`config.mk`:
```
export PLATFORM = sky130hd
export DESIGN_NAME = i2c_byte_level_master
export DESIGN_NICKNAME = d
export VERILOG_FILES = /design/src/hdl/i2cbm_pkg.sv /design/src/hdl/i2c_byte_level_master.sv /design/src/hdl/i2cbm_core.sv /design/src/hdl/i2cbm_out_reg.sv
export SDC_FILE = /design/constraint.sdc
export NUM_CORES = 1
export LEC_CHECK = 0
export ABC_AREA = 1
export ABC_CLOCK_PERIOD_IN_PS = 8680
export BUFFER_PORTS_ARGS = -buffer_cell sky130_fd_sc_hd__buf_2
export CAP_MARGIN = 20
export CORE_MARGIN = 10
export CORE_UTILIZATION = 39
export DETAILED_ROUTE_END_ITERATION = 16
export GPL_TIMING_DRIVEN = 1
export PLACE_DENSITY_LB_ADDON = 0.3
export SYNTH_ARGS = -nofsm -noshare
export SYNTH_HDL_FRONTEND = slang
export SYNTH_SLANG_ARGS = --single-unit
```
`constraint.sdc`:
```
create_clock -name clk_i -period 8.68 [get_ports clk_i]
set_input_delay 2.17 -clock clk_i [delete_from_list [all_inputs] [get_ports clk_i]]
set_output_delay 2.17 -clock clk_i [all_outputs]
set_load 0.05 [all_outputs]
```
`src/hdl/i2cbm_pkg.sv`:
```
// types, codes and reset values shared by the i2c byte-level master
// no dependencies
package i2cbm_pkg;

  // command codes of the op field
  localparam logic [2:0] OP_NONE  = 3'd0;
  localparam logic [2:0] OP_START = 3'd1;
  localparam logic [2:0] OP_STOP  = 3'd2;
  localparam logic [2:0] OP_WRITE = 3'd3;
  localparam logic [2:0] OP_READ  = 3'd4;

  // configuration register indexes
  localparam logic [1:0] CFG_LONG_PHASE  = 2'd0;
  localparam logic [1:0] CFG_BIT_PHASE   = 2'd1;
  localparam logic [1:0] CFG_ACK_TIMEOUT = 2'd2;

  localparam logic [7:0] LONG_PHASE_RESET  = 8'd4;
  localparam logic [7:0] BIT_PHASE_RESET   = 8'd1;
  localparam logic [7:0] ACK_TIMEOUT_RESET = 8'd50;
  localparam logic [3:0] BITS_PER_BYTE     = 4'd8;

  typedef enum logic [3:0] {
    PH_IDLE,
    PH_ST_A,
    PH_ST_B,
    PH_SP_A,
    PH_SP_B,
    PH_WR_LOW,
    PH_WR_HIGH,
    PH_WR_TAIL,
    PH_AK_LOW,
    PH_AK_HIGH,
    PH_AK_POLL,
    PH_RD_LOW,
    PH_RD_HIGH,
    PH_RA_LOW,
    PH_RA_HIGH,
    PH_FIN
  } phase_e;

  typedef struct packed {
    logic [2:0] op;
    logic [7:0] tx_byte;
    logic       send_ack;
    logic       sda_sample;
  } in_t;

  typedef struct packed {
    logic       scl_level;
    logic       sda_release;
    logic       busy_res;
    logic       done_res;
    logic [7:0] rx_byte;
    logic       ack_error;
  } out_t;

  typedef struct packed {
    logic [7:0] long_phase_ticks;
    logic [7:0] bit_phase_ticks;
    logic [7:0] ack_timeout_limit;
  } cfg_t;

  // sequencer state
  typedef struct packed {
    phase_e     ph;
    logic [2:0] cmd;
    logic [3:0] bc;
    logic [7:0] tc;
    logic [7:0] rc;
    logic [7:0] sr;
    logic [7:0] rb;
    logic       ack;
    logic       err;
    logic       scl;
    logic       sda;
  } st_t;

  localparam st_t ST_RESET = '{
    ph: PH_IDLE, cmd: OP_NONE, bc: 4'd0, tc: 8'd0, rc: 8'd0, sr: 8'd0,
    rb: 8'd0, ack: 1'b0, err: 1'b0, scl: 1'b1, sda: 1'b1
  };

endpackage

```
`src/hdl/i2c_byte_level_master.sv`:
```
// top level of the i2c byte-level master: configuration registers and channel glue
// depends on i2cbm_pkg, i2cbm_core and i2cbm_out_reg
//
// usage: every input transaction on in_* is one bus tick carrying an optional
// command (start, stop, write byte, read byte) and the sampled SDA level.
// each tick produces exactly one result transaction on out_* with the SCL
// level, SDA drive, busy/done flags, last received byte and ack error flag.
// the sequencer step for a tick is computed in a single pass; the result shows on out_*
// the cycle after the tick is taken, and one tick is taken every cycle while
// results drain. the output register sets that rate.
// if the receiver stalls out_ready_i, the pending result holds and in_ready_o
// drops until it is taken. configuration writes on cfg_* are always taken
// (cfg_ready_o is high); index 0 long phase, 1 bit phase, 2 ack timeout,
// other indexes are ignored. write configuration only while no command runs.
// reset returns the sequencer to idle with SCL and SDA released and loads
// the configuration defaults 4, 1 and 50.
module i2c_byte_level_master (
  input  logic             clk_i,
  input  logic             rst_ni,
  input  logic             in_valid_i,
  output logic             in_ready_o,
  input  i2cbm_pkg::in_t   in_data_i,
  output logic             out_valid_o,
  input  logic             out_ready_i,
  output i2cbm_pkg::out_t  out_data_o,
  input  logic             cfg_valid_i,
  output logic             cfg_ready_o,
  input  logic [1:0]       cfg_index_i,
  input  logic [7:0]       cfg_data_i
);
  import i2cbm_pkg::*;

  cfg_t cfg_q, cfg_d;
  out_t res;
  logic step;
  logic ready;

  assign cfg_ready_o = 1'b1;

  always_comb begin
    cfg_d = cfg_q;
    if (cfg_valid_i) begin
      case (cfg_index_i)
        CFG_LONG_PHASE:  cfg_d.long_phase_ticks  = cfg_data_i;
        CFG_BIT_PHASE:   cfg_d.bit_phase_ticks   = cfg_data_i;
        CFG_ACK_TIMEOUT: cfg_d.ack_timeout_limit = cfg_data_i;
        default: ;
      endcase
    end
  end

  always_ff @(posedge clk_i or negedge rst_ni) begin
    if (!rst_ni) begin
      cfg_q <= '{long_phase_ticks: LONG_PHASE_RESET, bit_phase_ticks: BIT_PHASE_RESET,
                 ack_timeout_limit: ACK_TIMEOUT_RESET};
    end else begin
      cfg_q <= cfg_d;
    end
  end

  assign in_ready_o = ready;
  assign step       = in_valid_i && ready;

  i2cbm_core u_core (
    .clk_i  (clk_i),
    .rst_ni (rst_ni),
    .step_i (step),
    .item_i (in_data_i),
    .cfg_i  (cfg_q),
    .res_o  (res)
  );

  i2cbm_out_reg u_out_reg (
    .clk_i       (clk_i),
    .rst_ni      (rst_ni),
    .load_i      (step),
    .res_i       (res),
    .ready_o     (ready),
    .out_valid_o (out_valid_o),
    .out_ready_i (out_ready_i),
    .out_data_o  (out_data_o)
  );

endmodule

```
`src/hdl/i2cbm_core.sv`:
```
// bus sequencer: state registers and the single-pass step for one tick
// depends on i2cbm_pkg
module i2cbm_core (
  input  logic              clk_i,
  input  logic              rst_ni,
  input  logic              step_i,
  input  i2cbm_pkg::in_t    item_i,
  input  i2cbm_pkg::cfg_t   cfg_i,
  output i2cbm_pkg::out_t   res_o
);
  import i2cbm_pkg::*;

  st_t st_q, st_d;

  function automatic logic [7:0] phase_len(phase_e p, cfg_t c);
    logic [7:0] n;
    n = (p == PH_ST_A || p == PH_ST_B || p == PH_SP_A || p == PH_SP_B) ?
        c.long_phase_ticks : c.bit_phase_ticks;
    return (n == 8'd0) ? 8'd1 : n;
  endfunction

  function automatic st_t enter_phase(st_t s, phase_e p, phase_e from);
    st_t r;
    r = s;
    r.ph = p;
    r.tc = 8'd0;
    case (p)
      PH_ST_A: begin r.scl = 1'b1; r.sda = 1'b1; end
      PH_ST_B: begin r.scl = 1'b1; r.sda = 1'b0; end
      PH_SP_A: begin r.scl = 1'b0; r.sda = 1'b0; end
      PH_SP_B: begin r.scl = 1'b1; r.sda = 1'b1; end
      PH_WR_LOW: begin r.scl = 1'b0; r.sda = s.sr[7]; end
      PH_AK_LOW: begin r.scl = 1'b0; r.sda = 1'b1; r.rc = 8'd0; end
      PH_RD_LOW: begin r.scl = 1'b0; r.sda = 1'b1; end
      PH_RA_LOW: begin r.scl = 1'b0; r.sda = ~s.ack; end
      PH_WR_TAIL: r.scl = 1'b0;
      PH_WR_HIGH, PH_AK_HIGH, PH_AK_POLL, PH_RD_HIGH, PH_RA_HIGH: r.scl = 1'b1;
      PH_FIN: begin
        if (from != PH_SP_B) r.scl = 1'b0;
        if (s.cmd == OP_READ) r.rb = s.sr;
      end
      default: ;
    endcase
    return r;
  endfunction

  always_comb begin : step_comb
    st_t    s;
    logic   jump;
    phase_e nxt;
    phase_e cur;
    logic   busy;
    logic   done;
    logic   scl_out;
    logic   sda_out;
    s    = st_q;
    jump = 1'b0;
    nxt  = PH_IDLE;
    busy = 1'b0;
    done = 1'b0;

    // commands are taken only while idle
    if (s.ph == PH_IDLE && (item_i.op == OP_START || item_i.op == OP_STOP ||
                            item_i.op == OP_WRITE || item_i.op == OP_READ)) begin
      s.cmd = item_i.op;
      s.bc  = 4'd0;
      if (item_i.op == OP_WRITE) begin
        s.sr  = item_i.tx_byte;
        s.err = 1'b0;
      end
      if (item_i.op == OP_READ) begin
        s.sr  = 8'd0;
        s.ack = item_i.send_ack;
      end
      case (item_i.op)
        OP_START: s = enter_phase(s, PH_ST_A, PH_IDLE);
        OP_STOP:  s = enter_phase(s, PH_SP_A, PH_IDLE);
        OP_WRITE: s = enter_phase(s, PH_WR_LOW, PH_IDLE);
        default:  s = enter_phase(s, PH_RD_LOW, PH_IDLE);
      endcase
    end

    // lines shown this tick are those set on entry
    scl_out = s.scl;
    sda_out = s.sda;
    cur     = s.ph;

    if (cur == PH_FIN) begin
      done = 1'b1;
      s.ph = PH_IDLE;
    end else if (cur != PH_IDLE) begin
      busy = 1'b1;
      if (cur == PH_RD_HIGH && s.tc == 8'd0) s.sr = {s.sr[6:0], item_i.sda_sample};
      if (cur == PH_AK_POLL && s.tc == 8'd0) begin
        if (!item_i.sda_sample) begin
          jump = 1'b1;
          nxt  = PH_FIN;
        end else begin
          if (s.rc != 8'hFF) s.rc = s.rc + 8'd1;
          if (s.rc > cfg_i.ack_timeout_limit) begin
            s.err = 1'b1;
            jump  = 1'b1;
            nxt   = PH_SP_A;
          end
        end
      end
      s.tc = s.tc + 8'd1;
      if (jump) begin
        s = enter_phase(s, nxt, cur);
      end else if (s.tc >= phase_len(cur, cfg_i)) begin
        case (cur)
          PH_ST_A: s = enter_phase(s, PH_ST_B, cur);
          PH_SP_A: s = enter_phase(s, PH_SP_B, cur);
          PH_ST_B, PH_SP_B, PH_RA_HIGH: s = enter_phase(s, PH_FIN, cur);
          PH_WR_LOW: s = enter_phase(s, PH_WR_HIGH, cur);
          PH_WR_HIGH: s = enter_phase(s, PH_WR_TAIL, cur);
          PH_WR_TAIL: begin
            s.sr = {s.sr[6:0], 1'b0};
            s.bc = s.bc + 4'd1;
            s = enter_phase(s, (s.bc >= BITS_PER_BYTE) ? PH_AK_LOW : PH_WR_LOW, cur);
          end
          PH_AK_LOW: s = enter_phase(s, PH_AK_HIGH, cur);
          PH_AK_HIGH, PH_AK_POLL: s = enter_phase(s, PH_AK_POLL, cur);
          PH_RD_LOW: s = enter_phase(s, PH_RD_HIGH, cur);
          PH_RD_HIGH: begin
            s.bc = s.bc + 4'd1;
            s = enter_phase(s, (s.bc >= BITS_PER_BYTE) ? PH_RA_LOW : PH_RD_LOW, cur);
          end
          PH_RA_LOW: s = enter_phase(s, PH_RA_HIGH, cur);
          default: s.ph = PH_IDLE;
        endcase
      end
    end

    st_d              = s;
    res_o.scl_level   = scl_out;
    res_o.sda_release = sda_out;
    res_o.busy_res    = busy;
    res_o.done_res    = done;
    res_o.rx_byte     = s.rb;
    res_o.ack_error   = s.err;
  end

  always_ff @(posedge clk_i or negedge rst_ni) begin
    if (!rst_ni) begin
      st_q <= ST_RESET;
    end else if (step_i) begin
      st_q <= st_d;
    end
  end

  a_fin_to_idle: assert property (@(posedge clk_i) disable iff (!rst_ni)
    step_i && st_q.ph == PH_FIN |=> st_q.ph == PH_IDLE)
    else $error("finish tick not followed by idle");

  a_hold_without_tick: assert property (@(posedge clk_i) disable iff (!rst_ni)
    !step_i |=> $stable(st_q))
    else $error("sequencer state moved without a tick");

  a_ack_after_eight: assert property (@(posedge clk_i) disable iff (!rst_ni)
    step_i && st_q.ph == PH_WR_TAIL && st_d.ph == PH_AK_LOW |-> st_d.bc == BITS_PER_BYTE)
    else $error("acknowledge wait entered before eight bits");

  a_error_stops: assert property (@(posedge clk_i) disable iff (!rst_ni)
    step_i && !st_q.err && st_d.err |-> st_d.ph == PH_SP_A)
    else $error("ack timeout did not start a stop condition");

endmodule

```
`src/hdl/i2cbm_out_reg.sv`:
```
// result register that decouples the result side from the tick side
// depends on i2cbm_pkg
module i2cbm_out_reg (
  input  logic             clk_i,
  input  logic             rst_ni,
  input  logic             load_i,
  input  i2cbm_pkg::out_t  res_i,
  output logic             ready_o,
  output logic             out_valid_o,
  input  logic             out_ready_i,
  output i2cbm_pkg::out_t  out_data_o
);
  import i2cbm_pkg::*;

  logic valid_q, valid_d;
  out_t data_q;

  // a new result may enter when the register is empty or drains this cycle
  assign ready_o = !valid_q || out_ready_i;
  assign valid_d = load_i || (valid_q && !out_ready_i);

  always_ff @(posedge clk_i or negedge rst_ni) begin
    if (!rst_ni) begin
      valid_q <= 1'b0;
    end else begin
      valid_q <= valid_d;
    end
  end

  always_ff @(posedge clk_i) begin
    if (load_i) begin
      data_q <= res_i;
    end
  end

  assign out_valid_o = valid_q;
  assign out_data_o  = data_q;

endmodule
```
-- After elaboration in Yosys (flattened, before gate mapping)
Cells that the tools add are included.
- flip-flop bits (word level): 85
- bits in latches: 0
- RAM bits: 0
- ROM bits: 0
- input bits: 28
- word-level logic and storage cells: 190
- memories: 0
- $add $sub $neg: 3
- $mul: 0
- divide/modulo/power cells: 0
- magnitude comparators: 3
- equality and inequality tests: 69
- shifts and indexed selects: 0
- multiplexer cells: 55
- bitwise logic cells: 1
- reduce and logical (&&, ||, !) cells: 38
- operators by type and width (cell ; number):
    40-bit one-hot mux with 7 select lines ; 1
    47-bit 2-to-1 mux ; 4
    8-bit 2-to-1 mux ; 20
    47-bit one-hot mux with 3 select lines ; 1
    4-bit equality test (second input constant) ; 32
    4-bit by 3-bit equality test with 1-bit output (second input constant) ; 16
    4-bit one-hot mux with 11 select lines ; 1
    43-bit 2-to-1 mux ; 1
    4-bit by 2-bit equality test with 1-bit output (second input constant) ; 8
    4-bit 2-to-1 mux ; 6
    6-bit OR reduction ; 4
    8-bit OR reduction ; 3
    8-bit by 1-bit adder with 8-bit output (second input constant) ; 2
    4-bit by 1-bit equality test with 1-bit output (second input constant) ; 4
    8-bit logical NOT ; 2
    1-bit 2-to-1 mux ; 13
    1-bit one-hot mux with 4 select lines ; 3
    4-bit OR reduction ; 3
    1-bit one-hot mux with 3 select lines ; 3
    8-bit greater-or-equal comparator ; 1
    8-bit > comparator ; 1
    1-bit logical OR ; 8
    8-bit inequality test (second input constant) ; 1
    2-bit OR reduction ; 4
    18 further kinds ; 27

-- Depth between registers and ports, before layout
Gate-level depths: netlist of run 1.
- depth after elaboration: 24
- gate-level depth with buffers: 29

-- Cells and area by module
From an unflattened synthesis of run 1, not the netlist that was laid out.
- cells, all modules: 856
- area total of the unflattened synthesis: 6064.6 sq um
- modules (own cells, without submodules) (module ; instances ; cells each ; area an instance (sq um) ; sequential area each (sq um)):
    i2cbm_core ; 1 ; 727 ; 4553.1 ; 1178.6
    i2c_byte_level_master ; 1 ; 111 ; 1076.0 ; 606.8
    i2cbm_out_reg ; 1 ; 18 ; 435.4 ; 415.4

-- Worst setup path before layout of run 1
OpenSTA, ideal clock, no wires.
- path kind: input to register
- start point: in in_data_i[11] (netlist name)
- end point: reg u_core.st_q[13] (netlist name)
- setup time: 117 ps
- arrival time: 5086 ps
- slack: 3477 ps
- stages: 24
- path buffers: 2
- cells stage by stage: o21ai_0 nand2_2 nand2_4 buf_6 inv_2 buf_4 nor2_1 ha_1 nand3_1 nor2_1 nand2_1 xor2_1 ha_1 nand4_1 inv_1 nand4_1 nand3_1 inv_1 nor2_4 nand3_2 nand2_1 nand3_1 nand2_1 nand2_1
- cells in the longest elaborated chain, start to end: 21
- ends and longest elaborated chain (item ; line ; source):
    start: declaration ; i2c_byte_level_master.sv:22 ; input i2cbm_pkg::in_t in_data_i,
    3-bit by 1-bit equality test with 1-bit output or 3-bit by 2-bit equality test with 1-bit output (tied branches) ; i2cbm_core.sv:63, i2cbm_core.sv:75 ;
    1-bit logical OR (2 in series) ; i2cbm_core.sv:63 ; if (s.ph == PH_IDLE && (item_i.op == OP_START || item_i.op == OP_STOP ||
    1-bit logical OR ; i2cbm_core.sv:64 ; item_i.op == OP_WRITE || item_i.op == OP_READ)) begin
    1-bit logical AND ; i2cbm_core.sv:63 ;
    47-bit 2-to-1 mux * ; i2cbm_core.sv:63 ;
    8-bit by 1-bit adder with 8-bit output or 8-bit inequality test (tied branches) ; i2cbm_core.sv:99 ; if (s.rc != 8'hFF) s.rc = s.rc + 8'd1;
    8-bit 2-to-1 mux ; i2cbm_core.sv:99 ;
    8-bit 2-to-1 mux ; i2cbm_core.sv:95 ; if (!item_i.sda_sample) begin
    [... 4 more ...] ; n/a ;
    1-bit 2-to-1 mux ; i2cbm_core.sv:100 ; if (s.rc > cfg_i.ack_timeout_limit) begin
    1-bit 2-to-1 mux ; i2cbm_core.sv:95 ;
    1-bit 2-to-1 mux ; i2cbm_core.sv:94 ; if (cur == PH_AK_POLL && s.tc == 8'd0) begin
    1-bit 2-to-1 mux ; i2cbm_core.sv:91 ; end else if (cur != PH_IDLE) begin
    1-bit 2-to-1 mux ; i2cbm_core.sv:88 ; if (cur == PH_FIN) begin
    47-bit 2-to-1 mux ; i2cbm_core.sv:108 ; if (jump) begin
    47-bit 2-to-1 mux ; i2cbm_core.sv:91 ;
    43-bit 2-to-1 mux * ; i2cbm_core.sv:88 ;
    end signal: assignment ; i2cbm_core.sv:148 ; st_q <= st_d;
    end: declaration ; i2cbm_core.sv:13 ; st_t st_q, st_d;
Mark *: on every way between the ends. The rest lies on a longest branch, timed or not. The select of a mux whose other input is x is not followed.
A chain may end at the register's enable or synchronous reset.

-- Worst setup path in the final report of run 1
- start point: in in_data_i[11] (netlist name)
- end point: reg u_core.st_q[18] (netlist name)
The elaborated chain is that of the path after synthesis.

==> impl_metrics.tcl, run 1 <==
set metrics [dict create \
    post_cts_buffers 0 \
    ios 44 \
    critPathCaptureType "flop" \
    antennaDiodeCount 0 \
    critPathLaunchType "input port" \
    synth_ff_type "dfrtp_1" \
    max_freq_ghz 0.177 \
    viasPerCell 5.03 \
    async_flop_share_pct 84.7 \
    area.growth.synth_to_final_pct 10.3 \
    final_cell_mix "nand2_1 (256), inv_1 (86), nor2_1 (78)" \
    ys_types 43 \
    firstDrtPassIters 6 \
    period_needed_ns 5.66 \
    p_leak_nw 3.33 \
    clk_latency_ns 0.36 \
    ys_seq_elements 85 \
    antenna_found_initial 0 \
    ys_warn_count 0 \
    dp_slack_ns 2.65 \
    cts_max_path_buffers 2 \
    syn_inst 824 \
    fin_skew_ns 0.00649 \
    yosysTopAreaCell "dfrtp_1" \
    powerDensity_nw_per_um2 363 \
    syn_nets 872 \
    vdd_drop_max_mv 0.150 \
    cts_sinks 85 \
    fin_ws_ns 3.02 \
    final_common_cell "nand2_1" \
    die-area_um2 20300 \
    mappedNetlistArea_um2 5870 \
    holdBufCountCts 0 \
    clkTransAtPathRegs_ns 0.07 \
    grt_pass1_wl_um 24700 \
    core_um2 14600 \
    grt_max_degree 73 \
    ctsResizeCount 0 \
    die_w_um 143 \
    tightest_slew_ns 0.937 \
    vias 5264 \
    grt_pass1_vias 4979 \
    final_nets 905 \
    cp_max_fo 25 \
    final.period_utilization_pct 65.2 \
    dp_hpwl_um 10600 \
    slew_headroom_pct 37.5 \
    synth-seq-area-share_pct 37.5 \
    grt_setup_unrepaired "no" \
    layout-drive-gt1-share_pct 15.4 \
    drc 0 \
    synthTopCellsByArea "dfrtp_1 (28%), nand2_1 (16%), edfxtp_1 (6.7%)" \
    crit_arrival_ns 5.91 \
    drv_cap 0 \
    die_h_um 143 \
    start_util_pct 40.1 \
    crit_type "input port to flop" \
    avgRoutedWirePerCell_um 13.8 \
    io_buffers 42 \
    netlist.area_leader.share_pct 27.7 \
    setup-tns-final_ns 0 \
    grt.overflow.total 0 \
    totalWireLength_um 14500 \
    hold_viol_final 0 \
    drtIter0Drc 451 \
    core.rowCount 44 \
    grtUsageTotal_pct 14.9 \
    synth.avg_cell_area_um2 7.12 \
    ant_nets 0 \
    status "complete, no violations" \
    worst_ep_required_time_ns 8.93 \
    htree_num_levels 3 \
    drv_slew 0 \
    cts_tree "done" \
    cts_buffers 9 \
    globalplace.congestion 0.910 \
    hold_class "flop to flop" \
    setup_viol 0 \
    cts_root_buf "clkbuf_16" \
    synth_edf_count 13 \
]
cell usage after synthesis, types with 3 or more instances:
cell type / count
nor3_1: 5
nand2_1: 256
nand3_2: 4
buf_4: 6
clkbuf_1: 10
dfstp_2: 7
xor2_1: 7
nor2_4: 10
o21ai_1: 5
nand2_2: 17
a22oi_1: 3
a21oi_1: 38
ha_1: 20
xnor2_1: 3
nand3_1: 53
edfxtp_1: 13
buf_6: 4
nor2_2: 6
dfrtp_1: 65
nand4_1: 8
o21ai_0: 73
nor2_1: 78
inv_1: 86
nand2_4: 9
inv_2: 12
a31oi_1: 4
through the flow:
| step | utilization, % | power (mW) | hold WS [ns] | std cells | area [um2] |
|---|---|---|---|---|---|
| global route | 44.2 | 2.58 | 0.511 | 1046 | 6470 |
| CTS | 44.2 | 2.35 | 0.485 | 1046 | 6470 |
| detailed placement | 42.2 | 1.96 | 0.460 | 1030 | 6190 |
| floorplan | - | 1.70 | 0.444 | 824 | 5870 |
| global placement | 42.2 | 1.96 | 0.465 | 1030 | 6190 |
| finish | 44.2 | 2.35 | 0.485 | 1046 | 6470 |
metal layers:
layer  wire length [um]  track usage (%)  vias to the layer above
li1                   -                -                     2713
met1               6800             20.0                     2408
met3                746             3.08                       25
met4                299             6.03                        0
met2               6630             22.9                      118
met5                  0                0                        -
where the power goes:
part	switching (mW)	internal [mW]
combinational	0.924	0.420
clock	0.180	0.200
sequential	0.0793	0.542
total	1.18	1.16
path summary, 6_finish.rpt:
kind	start	slack, ns	to	cells after the start
min in group asynchronous	rst_ni	1.94	cfg_q[23]	1
worst min register to register	cfg_q[2]	0.48	cfg_q[2]	2
worst min-delay path	cfg_q[2]	0.48	cfg_q[2]	2
worst max register to register	u_core.st_q[44]	4.57	u_core.st_q[18]	23
max in group asynchronous	rst_ni	6.12	u_core.st_q[45]	1
worst max-delay path	in_data_i[11]	3.02	u_core.st_q[18]	23
logic make-up (layout without fill, tap and decap cells):
| kind of cell | count (synthesis) | in the layout | share of synthesized area [%] |
|---|---|---|---|
| AOI/OAI and AO/OA | 134 | 134 | 12.2 |
| xor gates and xnor gates | 10 | 10 | 1.49 |
| adders and majority gates | 20 | 20 | 4.27 |
| buffers and inverters | 120 | 158 | 8.62 |
| DFF | 85 | 85 | 37.5 |
| muxes | 1 | 1 | 0.171 |
| other | 1 | 1 | 0.0639 |
| and+or+nand+nor | 453 | 453 | 35.6 |
flip-flops by register name (all words and copies together), names as in the netlist:
register / count
cfg_q: 24
u_core.st_q: 47
u_out_reg.out_data_o: 13
u_out_reg.out_valid_o: 1
layout make-up:
type                            count  area [um2]
Multi-Input combinational cell    619        3160
Tap cell                          184         230
Timing Repair Buffer               44         228
Clock inverter                      6        52.6
Clock buffer                       10         229
Inverter                           98         368
Fill cell                        1511        8180
Sequential cell                    85        2200
worst max-delay path: stages:
cell and delay, ns:
buf_2 0.13, o21ai_0 0.22, nand2_2 0.09, nand2_4 0.23
inv_2 0.22, nor2_1 0.30, ha_1 0.24, nand3_1 0.13
nor2_1 0.11, nand2_1 0.06, xor2_1 0.17, ha_1 0.30
nand4_1 0.07, inv_1 0.08, nand4_1 0.08, nand3_1 0.27
inv_1 0.22, nor2_4 0.27, nand3_2 0.23, nand2_1 0.12
nand3_1 0.07, nand2_1 0.06, nand2_1 0.05
Note: power is estimated with default switching activity, not from simulation.
==> run 2: changes to the inputs <==
--- a/config.mk
+++ b/config.mk
@@ -5,8 +5,8 @@
 export SDC_FILE = /design/constraint.sdc
 export NUM_CORES = 1
 export LEC_CHECK = 0
-export ABC_AREA = 1
-export ABC_CLOCK_PERIOD_IN_PS = 8680
+export ABC_AREA = 0
+export ABC_CLOCK_PERIOD_IN_PS = 5700
 export BUFFER_PORTS_ARGS = -buffer_cell sky130_fd_sc_hd__buf_2
 export CAP_MARGIN = 20
 export CORE_MARGIN = 10
==> constraint.sdc (replaced) <==
create_clock -name clk_i -period 5.7 [get_ports clk_i]
set_input_delay 1.425 -clock clk_i [delete_from_list [all_inputs] [get_ports clk_i]]
set_output_delay 1.425 -clock clk_i [all_outputs]
set_load 0.05 [all_outputs]
==> impl_metrics.tcl, run 2 <==
set metrics [dict create \
    die_w_um 136 \
    period_needed_ns 4.97 \
    ios 44 \
    antenna_found_initial 0 \
    cp_cell_sequence "buf_2, nor3_1, nor2_1, nand2_1, nand2_1, inv_1, ha_1, nand3_1, xor2_1, nor2_1, ha_1, o2111ai_1, o221ai_1, a31oi_1, or4_1, nand2b_1, mux2_2" \
    cts_root_buf "clkbuf_16" \
    core_um2 13200 \
    cp_slowest_stage_delay_ns 0.46 \
    hold_viol_final 0 \
    worst_ep_required_time_ns 5.94 \
    vias 4249 \
    async_flop_share_pct 84.7 \
    final_common_cell "dfrtp_1" \
    ant_nets 0 \
    largest_reg_flops 47 \
    totalWireLength_um 12900 \
    max_freq_ghz 0.201 \
    crit_arrival_ns 5.21 \
    clk_latency_ns 0.36 \
    vdd_drop_max_mv 0.242 \
    drv_cap 0 \
    cts_tree "done" \
    cts_max_path_buffers 2 \
    grtUsageTotal_pct 14.3 \
    core.rowCount 42 \
    start_util_pct 39.7 \
    synth_most_common_cell "dfrtp_1" \
    synth.avg_cell_area_um2 9.74 \
    synth_common_cells "dfrtp_1 (65), nor2_1 (51), mux2_2 (48), nand2_1 (48), a21oi_1 (32)" \
    die-area_um2 18500 \
    grt.overflow.total 0 \
    yosysTopAreaCell "dfrtp_1" \
    holdBufCountCts 0 \
    ctsResizeCount 0 \
    fillers 1282 \
    viasPerCell 5.58 \
    final_cell_mix "dfrtp_1 (65), nor2_1 (51), nand2_1 (48), mux2_2 (48), buf_2 (43)" \
    crit_path_top_delay_cell "or4_1" \
    clkTransAtPathRegs_ns 0.06 \
    cp_max_fo 12 \
    dp_hpwl_um 9550 \
    synthTopCellsByArea "dfrtp_1 (31%), mux2_2 (10%), edfxtp_1 (7.4%)" \
    grt_pass1_vias 4178 \
    critPathLaunchType "input port" \
    cts_buffers 9 \
    final_util_pct 45.0 \
    drc 0 \
    crit_family "simple AND/OR/NAND/NOR gates" \
    grt_pass1_wl_um 21200 \
    synth-seq-area-share_pct 42.0 \
    grt_max_degree 41 \
    syn_inst 538 \
    synth_ff_type "dfrtp_1" \
    slew_headroom_pct 44.4 \
    tightest_slew_ns 0.827 \
    area.growth.synth_to_final_pct 13.2 \
    setup-tns-final_ns 0 \
    htree_num_levels 3 \
    top_register "u_core.st_q" \
    setup_viol 0 \
    die_h_um 136 \
    syn_nets 586 \
    drv_slew 0 \
    ys_warn_count 0 \
    drtIter0Drc 298 \
    ys_seq_elements 85 \
    globalplace.congestion 0.925 \
    ys_types 66 \
    io_buffers 42 \
    layout-drive-gt1-share_pct 23.6 \
    final_cells 761 \
    status "complete, no violations" \
    mappedNetlistArea_um2 5240 \
    final_nets 628 \
    path_buf_inv 2 \
    p_leak_nw 2.60 \
    avgRoutedWirePerCell_um 16.9 \
    cts_sinks 85 \
    crit_type "input port to flop" \
    antennaDiodeCount 0 \
    netlist.area_leader.share_pct 31.0 \
    final.period_utilization_pct 87.1 \
    firstDrtPassIters 5 \
    post_cts_buffers 0 \
    powerDensity_nw_per_um2 427 \
    synth_edf_count 13 \
    place_inst 744 \
    finalPower_mw 2.54 \
    hold_class "flop to flop" \
    grt_setup_unrepaired "no" \
    fin_skew_ns 0.0112 \
    critPathCaptureType "flop" \
]
-- run 2: path summary, 6_finish.rpt --
check / depth (start not counted) / start / slack, ns / to
setup / recovery: 17 / in_data_i[10] / 0.73 / u_core.st_q[6]
hold / removal: 2 / u_core.st_q[40] / 0.50 / u_core.st_q[40]
setup reg to reg: 15 / u_core.st_q[43] / 0.94 / u_core.st_q[6]
hold reg to reg: 2 / u_core.st_q[40] / 0.50 / u_core.st_q[40]
max in group asynchronous: 2 / rst_ni / 3.53 / cfg_q[1]
min in group asynchronous: 1 / rst_ni / 1.15 / u_core.st_q[41]
-- run 2: cell families (layout without fill, tap and decap cells) --
family | after synthesis | count (layout) | share of synthesized area, %
buffers and inverters | 48 | 95 | 3.99
xor gates and xnor gates | 17 | 17 | 2.84
and+or+nand+nor | 179 | 179 | 17.0
other | 1 | 1 | 0.0715
adders and majority gates | 20 | 20 | 4.77
AOI/OAI and AO/OA | 120 | 120 | 15.1
muxes | 68 | 68 | 14.2
DFF | 85 | 85 | 42.0
-- run 2: through the flow --
stage	cell area (um2)	setup WS [ns]	hold WS, ns
5_1_grt	5930	0.417	0.524
2_1_floorplan	5240	0.668	0.453
4_1_cts	5930	0.767	0.501
3_3_place_gp	5660	0.569	0.480
6_report	5930	0.735	0.496
3_5_place_dp	5660	0.426	0.486
-- run 2: where the power goes --
part	internal, mW	leakage (nW)	switching [mW]
Sequential	0.751	1.02	0.151
Combinational	0.448	1.45	0.643
Clock	0.297	0.126	0.247
-- run 2: final cells by class --
type                    count  area, um2  share of cell area (%)
repair buffers             59        335                    5.65
flip-flops and latches     85       2200                    37.1
clock inverters             5       37.5                   0.633
inverters                  20       75.1                    1.27
clock buffers              11        233                    3.92
multi-input cells         405       2830                    47.7
well taps                 176        220                    3.71
-- run 2: layer usage --
layer / routed length (um) / part of all wire (%) / GRT usage [%]
met2: 6040 / 47 / 22.9
met4: 288 / 2.2 / 4.56
met1: 5720 / 44 / 18.0
met5: 0 / 0 / 0
met3: 833 / 6.5 / 4.69
-- run 2: worst reg2reg max path, cell delays in order, from the launching register on --
cell and delay, ns:
dfrtp_1 0.60, nor4_4 0.79, nand2_1 0.25, nand2_1 0.17
inv_1 0.09, ha_1 0.23, nand3_1 0.16, xor2_1 0.17
nor2_1 0.07, ha_1 0.29, o2111ai_1 0.13, o221ai_1 0.40
a31oi_1 0.17, or4_1 0.46, nand2b_1 0.33, mux2_2 0.35
==> run 3: changes to the inputs <==
--- a/config.mk
+++ b/config.mk
@@ -16,4 +16,5 @@
 export PLACE_DENSITY_LB_ADDON = 0.3
 export SYNTH_ARGS = -nofsm -noshare
 export SYNTH_HDL_FRONTEND = slang
+export SYNTH_HIERARCHICAL = 1
 export SYNTH_SLANG_ARGS = --single-unit
==> impl_metrics.tcl, run 3 <==
set metrics [dict create \
    cp_slowest_stage_delay_ns 0.48 \
    drc 0 \
    ys_warn_count 6 \
    core.rowCount 43 \
    final.period_utilization_pct 90.4 \
    clkTransAtPathRegs_ns 0.07 \
    die-area_um2 19500 \
    io_buffers 42 \
    firstDrtPassIters 6 \
    final_common_cell "dfrtp_1" \
    drv_cap 0 \
    cts_root_buf "clkbuf_16" \
    grt_setup_unrepaired "no" \
    vdd_drop_max_mv 0.240 \
    antenna_found_initial 0 \
    cts_buffers 9 \
    clk_latency_ns 0.35 \
    final_cell_mix "dfrtp_1 (65), nor2_1 (46), buf_2 (42)" \
    path_buf_inv 2 \
    syn_nets 589 \
    die_h_um 140 \
    r2r_cells 14 \
    grt_pass1_wl_um 22300 \
    viasPerCell 5.65 \
    antennaDiodeCount 0 \
    cts_tree "done" \
    area.growth.synth_to_final_pct 10.4 \
    netlist.area_leader.share_pct 29.2 \
    ant_nets 0 \
    intPower_mw 1.59 \
    synthTopCellsByArea "dfrtp_1 (29%), mux2_2 (7.7%), edfxtp_1 (7.0%)" \
    max_freq_ghz 0.194 \
    dp_hpwl_um 9620 \
    cp-startpoint "in_data_i[11]" \
    fin_skew_ns 0.0118 \
    timing.rr.end "u_out_reg/out_data_o[3]" \
    setup_viol 0 \
    dp_slack_ns 0.246 \
    status "complete, no violations" \
    synth.avg_cell_area_um2 10.3 \
    holdBufCountCts 0 \
    design_area_um2 6150 \
    r2r_slack_ns 1.10 \
    synth_most_common_cell "dfrtp_1" \
    ys_types 76 \
    worst_ep_required_time_ns 5.80 \
    cp_max_fo 15 \
    totalWireLength_um 13100 \
    cts_sinks 85 \
    drtIter0Drc 294 \
    p_sw_mw 1.14 \
    crit_family "compound AO/OA/AOI/OAI gates" \
    slew_headroom_pct 46.3 \
    die_w_um 140 \
    start_util_pct 40.0 \
    mappedNetlistArea_um2 5570 \
    globalplace.congestion 0.957 \
    fin_ws_ns 0.548 \
    grt_pass1_vias 4334 \
    synth-seq-area-share_pct 39.5 \
    crit_arrival_ns 5.25 \
    ios 44 \
    grt_max_degree 48 \
    grtUsageTotal_pct 13.6 \
    powerDensity_nw_per_um2 444 \
    cts_max_path_buffers 2 \
    critPathCaptureType "flop" \
    syn_inst 541 \
    postPlaceCellArea_um2 5850 \
    synth_ff_type "dfrtp_1" \
    synth_edf_count 13 \
    synth_common_cells "dfrtp_1 (65), nor2_1 (46), mux2_2 (38), nand2_1 (34), a21oi_1 (33)" \
    ys_seq_elements 85 \
    pwr-share-clk_pct 21.7 \
    htree_num_levels 3 \
    tightest_slew_ns 0.804 \
    drv_slew 0 \
    top_register "u_core/st_q" \
    cp_cell_sequence "buf_2, o21ba_2, o21ai_4, nand2_1, inv_1, ha_1, nand2_1, or2_2, xor2_1, nor2_1, ha_1, a2111o_1, a21oi_1, a21oi_1, a31oi_1, a211o_1, mux2_2" \
    final_nets 613 \
    p_leak_nw 2.82 \
    vias 4240 \
    hold_viol_final 0 \
    swShare_pct 41.6 \
    post_cts_buffers 0 \
    setup-tns-final_ns 0 \
    async_flop_share_pct 84.7 \
    ctsResizeCount 0 \
    core_um2 13900 \
    yosysTopAreaCell "dfrtp_1" \
    period_needed_ns 5.15 \
    cp_num_cells 17 \
    r2r_start "u_core/st_q[45]" \
    avgRoutedWirePerCell_um 17.4 \
    critPathLaunchType "input port" \
    crit_path_top_delay_cell "a211o_1" \
    share_seq_of_total_power_pct 32.8 \
    layout-drive-gt1-share_pct 27.2 \
    crit_type "input port to flop" \
    fillers 1292 \
    pwr-share-comb_pct 45.6 \
    largest_reg_flops 47 \
    grt.overflow.total 0 \
    crit_end "u_out_reg/out_data_o[3]" \
    hold_class "flop to flop" \
]
[run 3: changes by cell type after synthesis, moves of 6 or more]
cell / delta
nand2_1: -14
buf_4: +10
mux2_2: -10
o21ai_0: -9
mux2_4: +8
a22o_1: +7
o22ai_1: -7
and2_1: +6
[run 3: through the flow]
stage | hold WS [ns] | instances | power (mW) | util [%]
6_report | 0.507 | 750 | 2.73 | 44.1
5_1_grt | 0.523 | 750 | 2.93 | 44.1
4_1_cts | 0.507 | 750 | 2.73 | 44.1
3_5_place_dp | 0.491 | 734 | 2.12 | 42.0
3_3_place_gp | 0.470 | 734 | 2.10 | 42.0
2_1_floorplan | 0.449 | 541 | 1.87 | -
[run 3: worst min path at each step]
stage	from	to	slack, ns	cells past startpoint
floorplan	u_core/st_q[40]	u_core/st_q[40]	0.45	2
global placement	u_core/st_q[40]	u_core/st_q[40]	0.47	2
detailed placement	u_core/st_q[5]	u_core/st_q[5]	0.49	1
CTS	u_core/st_q[4]	u_core/st_q[4]	0.51	1
global route	u_core/st_q[10]	u_core/st_q[10]	0.52	1
finish	u_core/st_q[4]	u_core/st_q[4]	0.51	1
[run 3: area by class of cell]
class                   count  area, um2  share of cell area (%)
clock buffers               9        225                    3.66
clock inverters             7       75.1                    1.22
well taps                 180        225                    3.66
multi-input cells         395       3060                    49.8
inverters                  24       90.1                    1.46
repair buffers             50        270                    4.39
flip-flops and latches     85       2200                    35.8
[run 3: power by group through the flow]
stage / registers (mW) / clock network [mW] / logic, mW
after CTS: 0.892 / 0.608 / 1.23
after global routing: 0.915 / 0.634 / 1.38
after global placement: 0.895 / 0 / 1.20
after detailed placement: 0.902 / 0 / 1.22
after floorplan: 0.888 / 0 / 0.983
final: 0.895 / 0.591 / 1.24
[run 3: layer usage]
metal | share of wire [%] | up-vias | global-route usage, %
li1 | - | 2014 | -
met1 | 46 | 2055 | 17.2
met2 | 46 | 143 | 21.4
met3 | 6.1 | 28 | 4.19
met4 | 1.9 | 0 | 4.95
met5 | 0 | - | 0
[run 3: cell families after synthesis]
family	synth area share, %
buffers and inverters	5.57
DFF	39.5
muxes	14.2
and+or+nand+nor	15.4
adders and majority gates	4.49
xor gates and xnor gates	3.14
AOI/OAI and AO/OA	17.6
other	0.0673
